[src/rtl/ctp_pkg.sv]
// ----------------------------------------------------------------------------
// ctp_pkg: shared definitions for the cell topology probability block
// Fixed-point format, lane and group geometry, and the record that travels
// along the chain of multiply cells.
// ----------------------------------------------------------------------------
package ctp_pkg;

  localparam int CORNERS    = 8;
  localparam int CORNER_W   = 17;
  localparam int PROB_W     = 17;
  localparam int FRAC_BITS  = 16;
  localparam int LANES      = 4;
  localparam int TOPOLOGIES = 256;
  localparam int GROUPS     = (TOPOLOGIES + LANES - 1) / LANES;
  localparam int GROUP_W    = 6;
  localparam int TOPO_W     = $clog2(GROUPS * LANES) + 1;
  localparam int PROD_W     = CORNER_W + PROB_W;

  localparam logic [CORNER_W-1:0] ONE        = CORNER_W'(1) << FRAC_BITS;
  localparam logic [GROUP_W-1:0]  LAST_GROUP = GROUP_W'(GROUPS - 1);

  typedef logic [CORNERS-1:0][CORNER_W-1:0] corner_vec_t;
  typedef logic [LANES-1:0][PROB_W-1:0]     prob_vec_t;

  // One group of topologies on its way through the multiply cells.
  typedef struct packed {
    logic [GROUP_W-1:0] group;
    logic               last;
    corner_vec_t        corners;
    prob_vec_t          acc;
  } stage_t;

endpackage

[src/rtl/ctp_seq.sv]
// ----------------------------------------------------------------------------
// ctp_seq: item capture and group issue
// Holds the saturated corners of the current cell and issues one group of
// topologies per cycle, while the chain advances, into the multiply chain.
// ----------------------------------------------------------------------------
module ctp_seq (
  input  logic                 clk,
  input  logic                 rst,
  input  logic                 cell_valid,
  output logic                 cell_stall,
  input  ctp_pkg::corner_vec_t corners,
  input  logic                 advance,
  output logic                 issue_valid,
  output ctp_pkg::stage_t      issue_stage
);
  import ctp_pkg::*;

  logic                busy;
  logic [GROUP_W-1:0]  count;
  corner_vec_t         held;
  logic                at_last;
  logic                accept;
  logic                issue;

  assign at_last    = (count == LAST_GROUP);
  assign cell_stall = busy && !(advance && at_last);
  assign accept     = cell_valid && !cell_stall;
  assign issue      = busy && advance;

  always_ff @(posedge clk) begin
    if (rst) begin
      busy  <= 1'b0;
      count <= '0;
    end else if (accept) begin
      busy  <= 1'b1;
      count <= '0;
    end else if (issue) begin
      if (at_last) begin
        busy  <= 1'b0;
        count <= '0;
      end else begin
        count <= count + GROUP_W'(1);
      end
    end
  end

  // Probabilities above one are clamped on capture.
  always_ff @(posedge clk) begin
    if (accept) begin
      for (int v = 0; v < CORNERS; v++) begin
        held[v] <= (corners[v] > ONE) ? ONE : corners[v];
      end
    end
  end

  always_comb begin
    logic [TOPO_W-1:0] t;
    issue_stage.group   = count;
    issue_stage.last    = at_last;
    issue_stage.corners = held;
    for (int l = 0; l < LANES; l++) begin
      t = TOPO_W'(count) * TOPO_W'(LANES) + TOPO_W'(l);
      // A lane past the last topology starts at zero and so stays zero.
      issue_stage.acc[l] = (t < TOPO_W'(TOPOLOGIES)) ? ONE : '0;
    end
  end

  assign issue_valid = busy;

endmodule

[config.mk]
export PLATFORM = sky130hd
export DESIGN_NAME = ctp_seq
export DESIGN_NICKNAME = d
export VERILOG_FILES = /design/src/rtl/ctp_pkg.sv /design/src/rtl/ctp_seq.sv
export SDC_FILE = /design/constraint.sdc
export NUM_CORES = 1
export LEC_CHECK = 0
export BUFFER_PORTS_ARGS = -buffer_cell sky130_fd_sc_hd__buf_2
export CORE_AREA = 2 2 137 139
export CTS_CLUSTER_SIZE = 30
export DETAILED_ROUTE_END_ITERATION = 7
export DIE_AREA = 0 0 139 141
export PLACE_DENSITY = 0.67
export SLEW_MARGIN = 20
export SYNTH_ARGS = -nofsm -noshare
export SYNTH_HDL_FRONTEND = slang
export SYNTH_SLANG_ARGS = --single-unit
[constraint.sdc]
create_clock -name clk -period 6.9 [get_ports clk]
set_clock_uncertainty 0.2 [all_clocks]
set_input_delay 1.38 -clock clk [delete_from_list [all_inputs] [get_ports clk]]
set_output_delay 1.38 -clock clk [all_outputs]
set_load 0.03 [all_outputs]
==> results.cfg <==
[die]
start_util_pct = 33.8
dieArea_mm2 = 0.0196
die_h_um = 141
rows = 50
core_mm2 = 0.0183
fp.dieW_um = 139
ios = 353

[cells_and_area]
fin_nets = 871
n_fill_cell = 1764
syn_to_final_growth_pct = 32.6
layout-drive-gt1-share_pct = 44.0

[synthesis]
synthesis.instances = 437
synth.avg_cell_area_um2 = 14.1
synth_top_flop_cell = edfxtp_1
synth_top_area_cell = edfxtp_1
yosys_warnings = 0
yosysMostFrequentCell = edfxtp_1
ys_top_cells_by_count = 136 x edfxtp_1, 128 x nor2b_1, 69 x buf_4, 32 x nor4_1, 13 x inv_1
synthArstFlopShare_pct = 0
synth_edf_count = 136
syn-cell-area_mm2 = 0.00617
synth_cell_type_count = 27
yosys-top-cells-area = edfxtp_1 66%, nor2b_1 13%, buf_4 8.4%
synth_seq_cells = 143
synth-seq-area-share_pct = 68.4
synth_top_area_share_pct = 66.2

[route]
ant_nets = 0
drc = 0
vias_per_cell = 4.37
firstDrtPassIters = 4
first_iter_violations = 138
routed_wl_um = 14900
wl_per_cell_um = 15.3
num_vias = 4275

[hold_path]
hp-start = count[1]
hold_path_class = register to register

[sta]
hold_violations = 0
grt_setup_unrepaired = false
slew-limit-headroom_pct = 56.6
setup_viol = 0
period_needed_ns = 3.75
maxSlewViolCount = 0
setup_tns_ns = 0
min_period_over_period_pct = 54.3
timing.fmax_ghz = 0.267
worst_slew_pin_slew_ns = 0.651
worst_slack_ns = 3.15

[grt]
grt_pass1_wl_um = 22200
grt_pass1_vias = 4152
gr-total-overflow = 0
grt_use_total_pct = 14.7
grt_max_degree = 51
antenna_found_initial = 2

[place]
dp_slack_ns = 3.06
place_hpwl_um = 11600
gp_congestion = 0.810
port_buffers = 284

[clocking]
worstSkewPairLatency_ns = 0.41
path_clk_slew_ns = 0.06
cts_made_buffers = 17
htree_levels = 4
cts_hold_buf = 0
cts.root.buffer_cell = clkbuf_16
post_cts_buffers = 0
cts_tree = done
clock_sinks = 143
ctsResizeCount = 0
clk_path_buf_depth = 2

[worst_setup_path]
worst_setup_path_end_kind = output port
crit_buf_inv = 3
slowest_delay_ns = 0.30
startpoint_type = input port
crit_top_cell = buf_2
worst-setup-path-type = input port to output port
worstPathRequired_ns = 5.32
path_delay_family = buffers and inverters
startpoint = advance
worstPathMaxFanout = 8
path_cells = buf_2, nand3_1, o21ai_0, inv_1, buf_2
worstPathArrival_ns = 2.17
r2r_start = count[0]
crit_slowest_cell = o21ai_0

[job]
drv_cap = 0

[power]
swShare_pct = 27.3
p_sw_mw = 0.613
comb_power_share_pct = 14.1
sequentialPowerShare_pct = 45.5
power_leakage_nw = 3.50
ir_worst_vdd_uv = 154
pwr-share-clk_pct = 40.4
power_density_mw_per_mm2 = 274
cellInternalPower_mw = 1.63

[outcome]
status = finished, final reports clean
[kinds of logic after synthesis]
group	Yosys count	share of synthesized area [%]
AO/OA/AOI/OAI	22	3.57
XOR/XNOR	1	0.142
adder cells (fa/ha/maj)	1	0.203
buffers and inverters	91	9.75
flip-flops	143	68.4
other	2	0.122
AND/OR/NAND/NOR	177	17.8
[worst reg2reg max path, cell delays in order (launching register included)]
cell,delay (ns)
dfxtp_1,0.42
ha_1,0.27
nand3_4,0.13
o21ai_0,0.33
and2_4,0.64
buf_4,0.66
[registers in the layout, summed over array words and instances (netlist names)]
| signal | cells |
|---|---|
| count | 6 |
| issue_stage | 136 |
| issue_valid | 1 |
[power by group through the flow]
stage	clock (mW)	combinational (mW)	sequential [mW]
6_report	0.907	0.317	1.02
4_1_cts	0.932	0.319	1.02
2_1_floorplan	0	0.135	1.14
3_3_place_gp	0	0.316	1.04
3_5_place_dp	0	0.318	1.04
5_1_grt	0.972	0.337	1.03
[area by class of cell]
cell class | instances | area, um2 | area share (%)
Antenna cell | 1 | 2.50 | 0.0306
Clock buffer | 18 | 429 | 5.24
Clock inverter | 14 | 156 | 1.91
Inverter | 13 | 48.8 | 0.596
Multi-Input combinational cell | 269 | 1600 | 19.5
Sequential cell | 143 | 4220 | 51.6
Tap cell | 234 | 293 | 3.58
Timing Repair Buffer | 286 | 1440 | 17.5
[final timing paths]
check	endpoint	slack (ns)	cells past startpoint
max reg2reg	issue_stage[150]	3.86	5
min reg2reg	count[1]	0.32	2
max	cell_stall	3.15	5
min	count[1]	0.32	2
[per-stage QoR]
step / cells / area [um2] / power, mW / hold WS (ns) / utilization [%]
after floorplan: 503 / 6420 / 1.28 / 0.408 / -
after global placement: 945 / 7600 / 1.35 / 0.283 / 41.6
after detailed placement: 945 / 7600 / 1.36 / 0.313 / 41.6
after CTS: 977 / 8180 / 2.27 / 0.322 / 44.8
after global routing: 977 / 8180 / 2.33 / 0.348 / 44.8
final: 978 / 8190 / 2.24 / 0.320 / 44.8
[cells in the final DEF, fill, tap and decap left out, drive strengths merged, types with 3 or more instances in the layout]
cell type,instances
edfxtp,136
nand2,6
nor4,32
dfxtp,7
o21ai,3
nand3,4
buf,286
nor2b,128
inv,18
a41oi,8
a21oi,5
clkbuf,18
clkinv,6
conb,68
[layer usage]
metal | part of all wire [%] | wire length (um) | vias up | track usage [%]
met5 | 0.054 | 8 | - | 0
met4 | 0.85 | 127 | 2 | 4.52
met3 | 9.5 | 1420 | 12 | 5.50
met2 | 51 | 7560 | 239 | 25.9
met1 | 39 | 5830 | 1993 | 16.5
li1 | - | - | 2029 | -
Note: power is estimated with default switching activity, not from simulation.
