<file path="src/rtl/ctp_pkg.sv">
// ----------------------------------------------------------------------------
// ctp_pkg: shared definitions for the cell topology probability block
// Fixed-point format, lane and group geometry, and the record that travels
// along the chain of multiply cells.
// ----------------------------------------------------------------------------
package ctp_pkg;

  localparam int CORNERS    = 8;
  localparam int CORNER_W   = 17;
  localparam int PROB_W     = 17;
  localparam int FRAC_BITS  = 16;
  localparam int LANES      = 4;
  localparam int TOPOLOGIES = 256;
  localparam int GROUPS     = (TOPOLOGIES + LANES - 1) / LANES;
  localparam int GROUP_W    = 6;
  localparam int TOPO_W     = $clog2(GROUPS * LANES) + 1;
  localparam int PROD_W     = CORNER_W + PROB_W;

  localparam logic [CORNER_W-1:0] ONE        = CORNER_W'(1) << FRAC_BITS;
  localparam logic [GROUP_W-1:0]  LAST_GROUP = GROUP_W'(GROUPS - 1);

  typedef logic [CORNERS-1:0][CORNER_W-1:0] corner_vec_t;
  typedef logic [LANES-1:0][PROB_W-1:0]     prob_vec_t;

  // One group of topologies on its way through the multiply cells.
  typedef struct packed {
    logic [GROUP_W-1:0] group;
    logic               last;
    corner_vec_t        corners;
    prob_vec_t          acc;
  } stage_t;

endpackage

</file>
<file path="src/rtl/ctp_cell.sv">
// ----------------------------------------------------------------------------
// ctp_cell: one corner's multiply stage
// Multiplies every lane's running product by the corner probability or its
// complement, picked by the corner's bit of the lane's topology.
// ----------------------------------------------------------------------------
module ctp_cell #(
  parameter int CORNER_IDX = 0
) (
  input  logic            clk,
  input  logic            rst,
  input  logic            advance,
  input  logic            prev_valid,
  input  ctp_pkg::stage_t prev_stage,
  output logic            valid,
  output ctp_pkg::stage_t stage
);
  import ctp_pkg::*;

  stage_t stage_next;

  always_comb begin
    logic [TOPO_W-1:0]   t;
    logic [CORNER_W-1:0] p;
    logic [CORNER_W-1:0] factor;
    logic [PROD_W-1:0]   prod;
    stage_next = prev_stage;
    p = prev_stage.corners[CORNER_IDX];
    for (int l = 0; l < LANES; l++) begin
      t      = TOPO_W'(prev_stage.group) * TOPO_W'(LANES) + TOPO_W'(l);
      factor = t[CORNER_IDX] ? (ONE - p) : p;
      prod   = PROD_W'(prev_stage.acc[l]) * PROD_W'(factor);
      stage_next.acc[l] = prod[FRAC_BITS +: PROB_W];
    end
  end

  always_ff @(posedge clk) begin
    if (rst) begin
      valid <= 1'b0;
    end else if (advance) begin
      valid <= prev_valid;
    end
  end

  always_ff @(posedge clk) begin
    if (advance && prev_valid) begin
      stage <= stage_next;
    end
  end

endmodule

</file>
<file path="config.mk">
export PLATFORM = sky130hd
export DESIGN_NAME = ctp_cell
export DESIGN_NICKNAME = d
export VERILOG_FILES = /design/src/rtl/ctp_pkg.sv /design/src/rtl/ctp_cell.sv
export SDC_FILE = /design/constraint.sdc
export NUM_CORES = 2
export LEC_CHECK = 0
export BUFFER_PORTS_ARGS = -buffer_cell sky130_fd_sc_hd__buf_2
export CAP_MARGIN = 30
export CELL_PAD_IN_SITES_DETAIL_PLACEMENT = 0
export CELL_PAD_IN_SITES_GLOBAL_PLACEMENT = 1
export CORE_MARGIN = 2
export CORE_UTILIZATION = 30
export DETAILED_ROUTE_END_ITERATION = 16
export PLACE_DENSITY = 0.61
export REMOVE_ABC_BUFFERS = 1
export SETUP_SLACK_MARGIN = 0.1
export SLEW_MARGIN = 20
export SYNTH_ARGS = -nofsm -noshare
export SYNTH_HDL_FRONTEND = slang
export SYNTH_SLANG_ARGS = --single-unit
</file>
<file path="constraint.sdc">
create_clock -name clk -period 8 [get_ports clk]
set_input_delay 0.8 -clock clk [delete_from_list [all_inputs] [get_ports clk]]
set_output_delay 0.8 -clock clk [all_outputs]
set_load 0.01 [all_outputs]
</file>
==> results.txt <==
outcome -> finished, final reports clean
Mean Syn Cell Area -> 9.61 sq um
clock skew -> 0 ns
top cell type's share of synthesized area -> 0.419
Mapped Area -> 42,300 sq um
die area -> 144,000 sq um
PortBufs -> 426
layout cell share with drive strength beyond 1 -> 0.153
placed cell area -> 47,600 sq um
crit path max fanout -> 7
Power per Cell Area -> 477 nW/um^2
Min-Delay Path Class -> in -> reg
max-cap viol count -> 0
fill cell count -> 14,400
Via Count -> 30,000
worst path arrival time -> 8.15 ns
fmax -> 129 MHz
Crit. End Element -> flop
top cells by area, synth -> fa_1 42%, edfxtp_1 15%, ha_1 12%
Post-Route WL -> 117 mm
final setup violation count -> 0
Async S/R FF share, synth -> 0
CTS max path bufs -> 3
Cell Rows -> 137
initial antenna violation count -> 16
largest net degree at the start of global routing -> 117
total grt overflow -> 0
flop and latch count out of synthesis -> 212
first-pass GRT wire length -> 187 mm
multi-input logic area -> 31,500 sq um
I/O pin total -> 427
peak supply drop -> 0.533 mV
Worst path slowest cell -> or4_4
Netlist cell types -> 65
routed len/inst -> 17.3 microns
required time of the critical path -> 8.37 ns
Final Instance Area -> 49,100 sq um
Setup Crit Path Kind -> in -> reg
Skew-Pair Late Insertion Delay -> 0.63 ns
most frequent CP cell -> fa_1
Final ANT Viol Nets -> 0
Max H-tree Level -> 1
vias in the first global route -> 33,400
cell depth of the worst hold path -> 2
Syn Inst Count -> 4,399
Core Area -> 140,000 sq um
Slew headroom -> 0.453
DR vias/cell -> 4.46
Tot GR Track Use -> 0.168
Yosys top cell by area -> fa_1
max-slew violation count -> 0
Post-CTS Hold Fix Bufs -> 0
Most used DFF post-synth -> edfxtp_1
worst slew pin tran -> 0.820 ns
Residual DRC -> 0
Final Cycle Share -> 0.972
clock root cell -> clkbuf_16
leak pwr -> 24.6 nW
unrepaired setup endpoints after global routing -> yes
nets -> 6,347
Critical Path Start Type -> input port
sequential fraction of the synthesis area -> 0.150
Die Wd -> 379 microns
routability cong. -> 0.807
starting DRC count in detailed routing -> 1,066
sequential cell area -> 6360 sq um
DP HPWL -> 91.2 mm
Initial Util -> 0.303
Tmin final -> 7.78 ns
FF-to-FF path depth -> 2
number of flops mapped to enable cells by yosys -> 211
Final Hold Fails -> 0
drt pass-1 iters -> 5
CTS clock-pin slew for the worst setup and hold paths -> 0.06 ns
CTS tree -> done
Hold WS -> 0.319 ns
Die Ht -> 379 microns
# clock sinks -> 212
YS warnings -> 0
Num CTS Buffers -> 30
Area Overhead vs Synth -> 16.2%
critical path's largest stage delay -> 0.58 ns
-- stage by stage --
| step | utilization | total power, mW | worst slack [ns] | instances | setup TNS [ns] |
|---|---|---|---|---|---|
| floorplan | - | 14.9 | -0.494 | 4194 | -3.07 |
| global placement | 0.341 | 21.0 | -0.415 | 6679 | -4.30 |
| detailed placement | 0.341 | 21.1 | -0.482 | 6679 | -5.25 |
| CTS | 0.348 | 22.7 | 0.197 | 6735 | 0 |
| global route | 0.351 | 26.5 | -0.0100 | 6740 | -0.0146 |
| finish | 0.351 | 23.4 | 0.223 | 6741 | 0 |
-- synth_stat cells (5+ instances only) --
cell and count:
a221oi_1 5, nand2_1 776, nand2b_1 6, a21oi_1 43, a21o_1 22, nor2_1 60, nand4_1 10, and2_1 400
o21a_1 8, o21ai_0 29, ha_1 409, nor4_1 6, clkbuf_1 188, inv_1 1097, edfxtp_1 211, buf_1 13
fa_1 884, nor2b_1 5, or3_1 5, xnor2_1 64, nand3_1 13, a211oi_1 12, a31oi_1 9, and3_1 12
nor3_1 20, xor2_1 22
-- worst paths after layout --
kind / startpoint / slack, ns / end
max reg2reg: valid$_SDFFE_PP0P_ / 7.42 / valid$_SDFFE_PP0P_
min: rst / 0.32 / valid$_SDFFE_PP0P_
min reg2reg: valid$_SDFFE_PP0P_ / 0.49 / valid$_SDFFE_PP0P_
max: prev_stage[70] / 0.22 / stage[29]$_DFFE_PP_
-- final cells by class --
cell class	count	area share
diodes	2	0.000102
clock buffers	40	0.0173
clock inverters	16	0.00377
inverters	1097	0.0839
multi-input cells	2885	0.642
flip-flops and latches	212	0.129
well taps	1876	0.0478
repair buffers	613	0.0760
-- registers in the layout, indices dropped and copies added (netlist names) --
| register | flops |
|---|---|
| valid | 1 |
| stage | 211 |
-- power breakdown --
group	total [mW]	switching (mW)	internal [mW]
Sequential	2.37	0.0864	2.28
Clock	1.41	0.591	0.817
Combinational	19.7	10.4	9.22
Total	23.4	11.1	12.3
-- critical path: cells and delay by family --
family                     cells  cell delay [ns]
AOI/OAI and AO/OA              4             0.63
adders and majority gates      7             2.88
buffers and inverters          8             0.76
and+or+nand+nor                9             2.85
xor gates and xnor gates       1             0.21
-- routing by layer --
metal,part of all wire,GRT usage,vias to the layer above
li1,-,-,13800
met1,0.43,0.215,15600
met2,0.50,0.298,496
met3,0.049,0.0288,110
met4,0.017,0.0301,16
met5,0.00092,0,-
-- cells in the final DEF (no fill, tap or decap), types with 8 or more instances in the layout --
master,Yosys,routed
and3_1,12,11
nor2_1,60,57
nor3_1,20,17
a21oi_1,43,39
and2_1,400,397
xnor2_1,64,55
buf_6,0,9
nand2_1,776,774
ha_1,409,403
buf_2,4,424
nand4_1,10,10
o21a_1,8,8
a21o_1,22,22
fa_1,884,883
edfxtp_1,211,211
clkbuf_16,0,30
buf_4,0,167
nand3_1,13,11
inv_1,1097,1090
xor2_1,22,16
a211oi_1,12,8
buf_12,0,12
o21ai_0,29,25
-- timing repair --
item                       4_1_cts  5_1_grt
gates resized for setup          0       85
setup endpoints to repair        0       18
buffers inserted                 0        4
-- cell families (layout without fill, tap and decap cells) --
kind of cell | after synthesis | in the layout | synth area share
multiplexers | 1 | 1 | 0.000237
XOR/XNOR | 86 | 86 | 0.0178
AND/OR/NAND/NOR | 1332 | 1332 | 0.148
AO/OA/AOI/OAI | 173 | 173 | 0.0277
buffers and inverters | 1302 | 1766 | 0.116
adder cells (fa/ha/maj) | 1293 | 1293 | 0.540
other | 0 | 2 | 0
flip-flops | 212 | 212 | 0.150
Note: power is estimated with default switching activity, not from simulation.
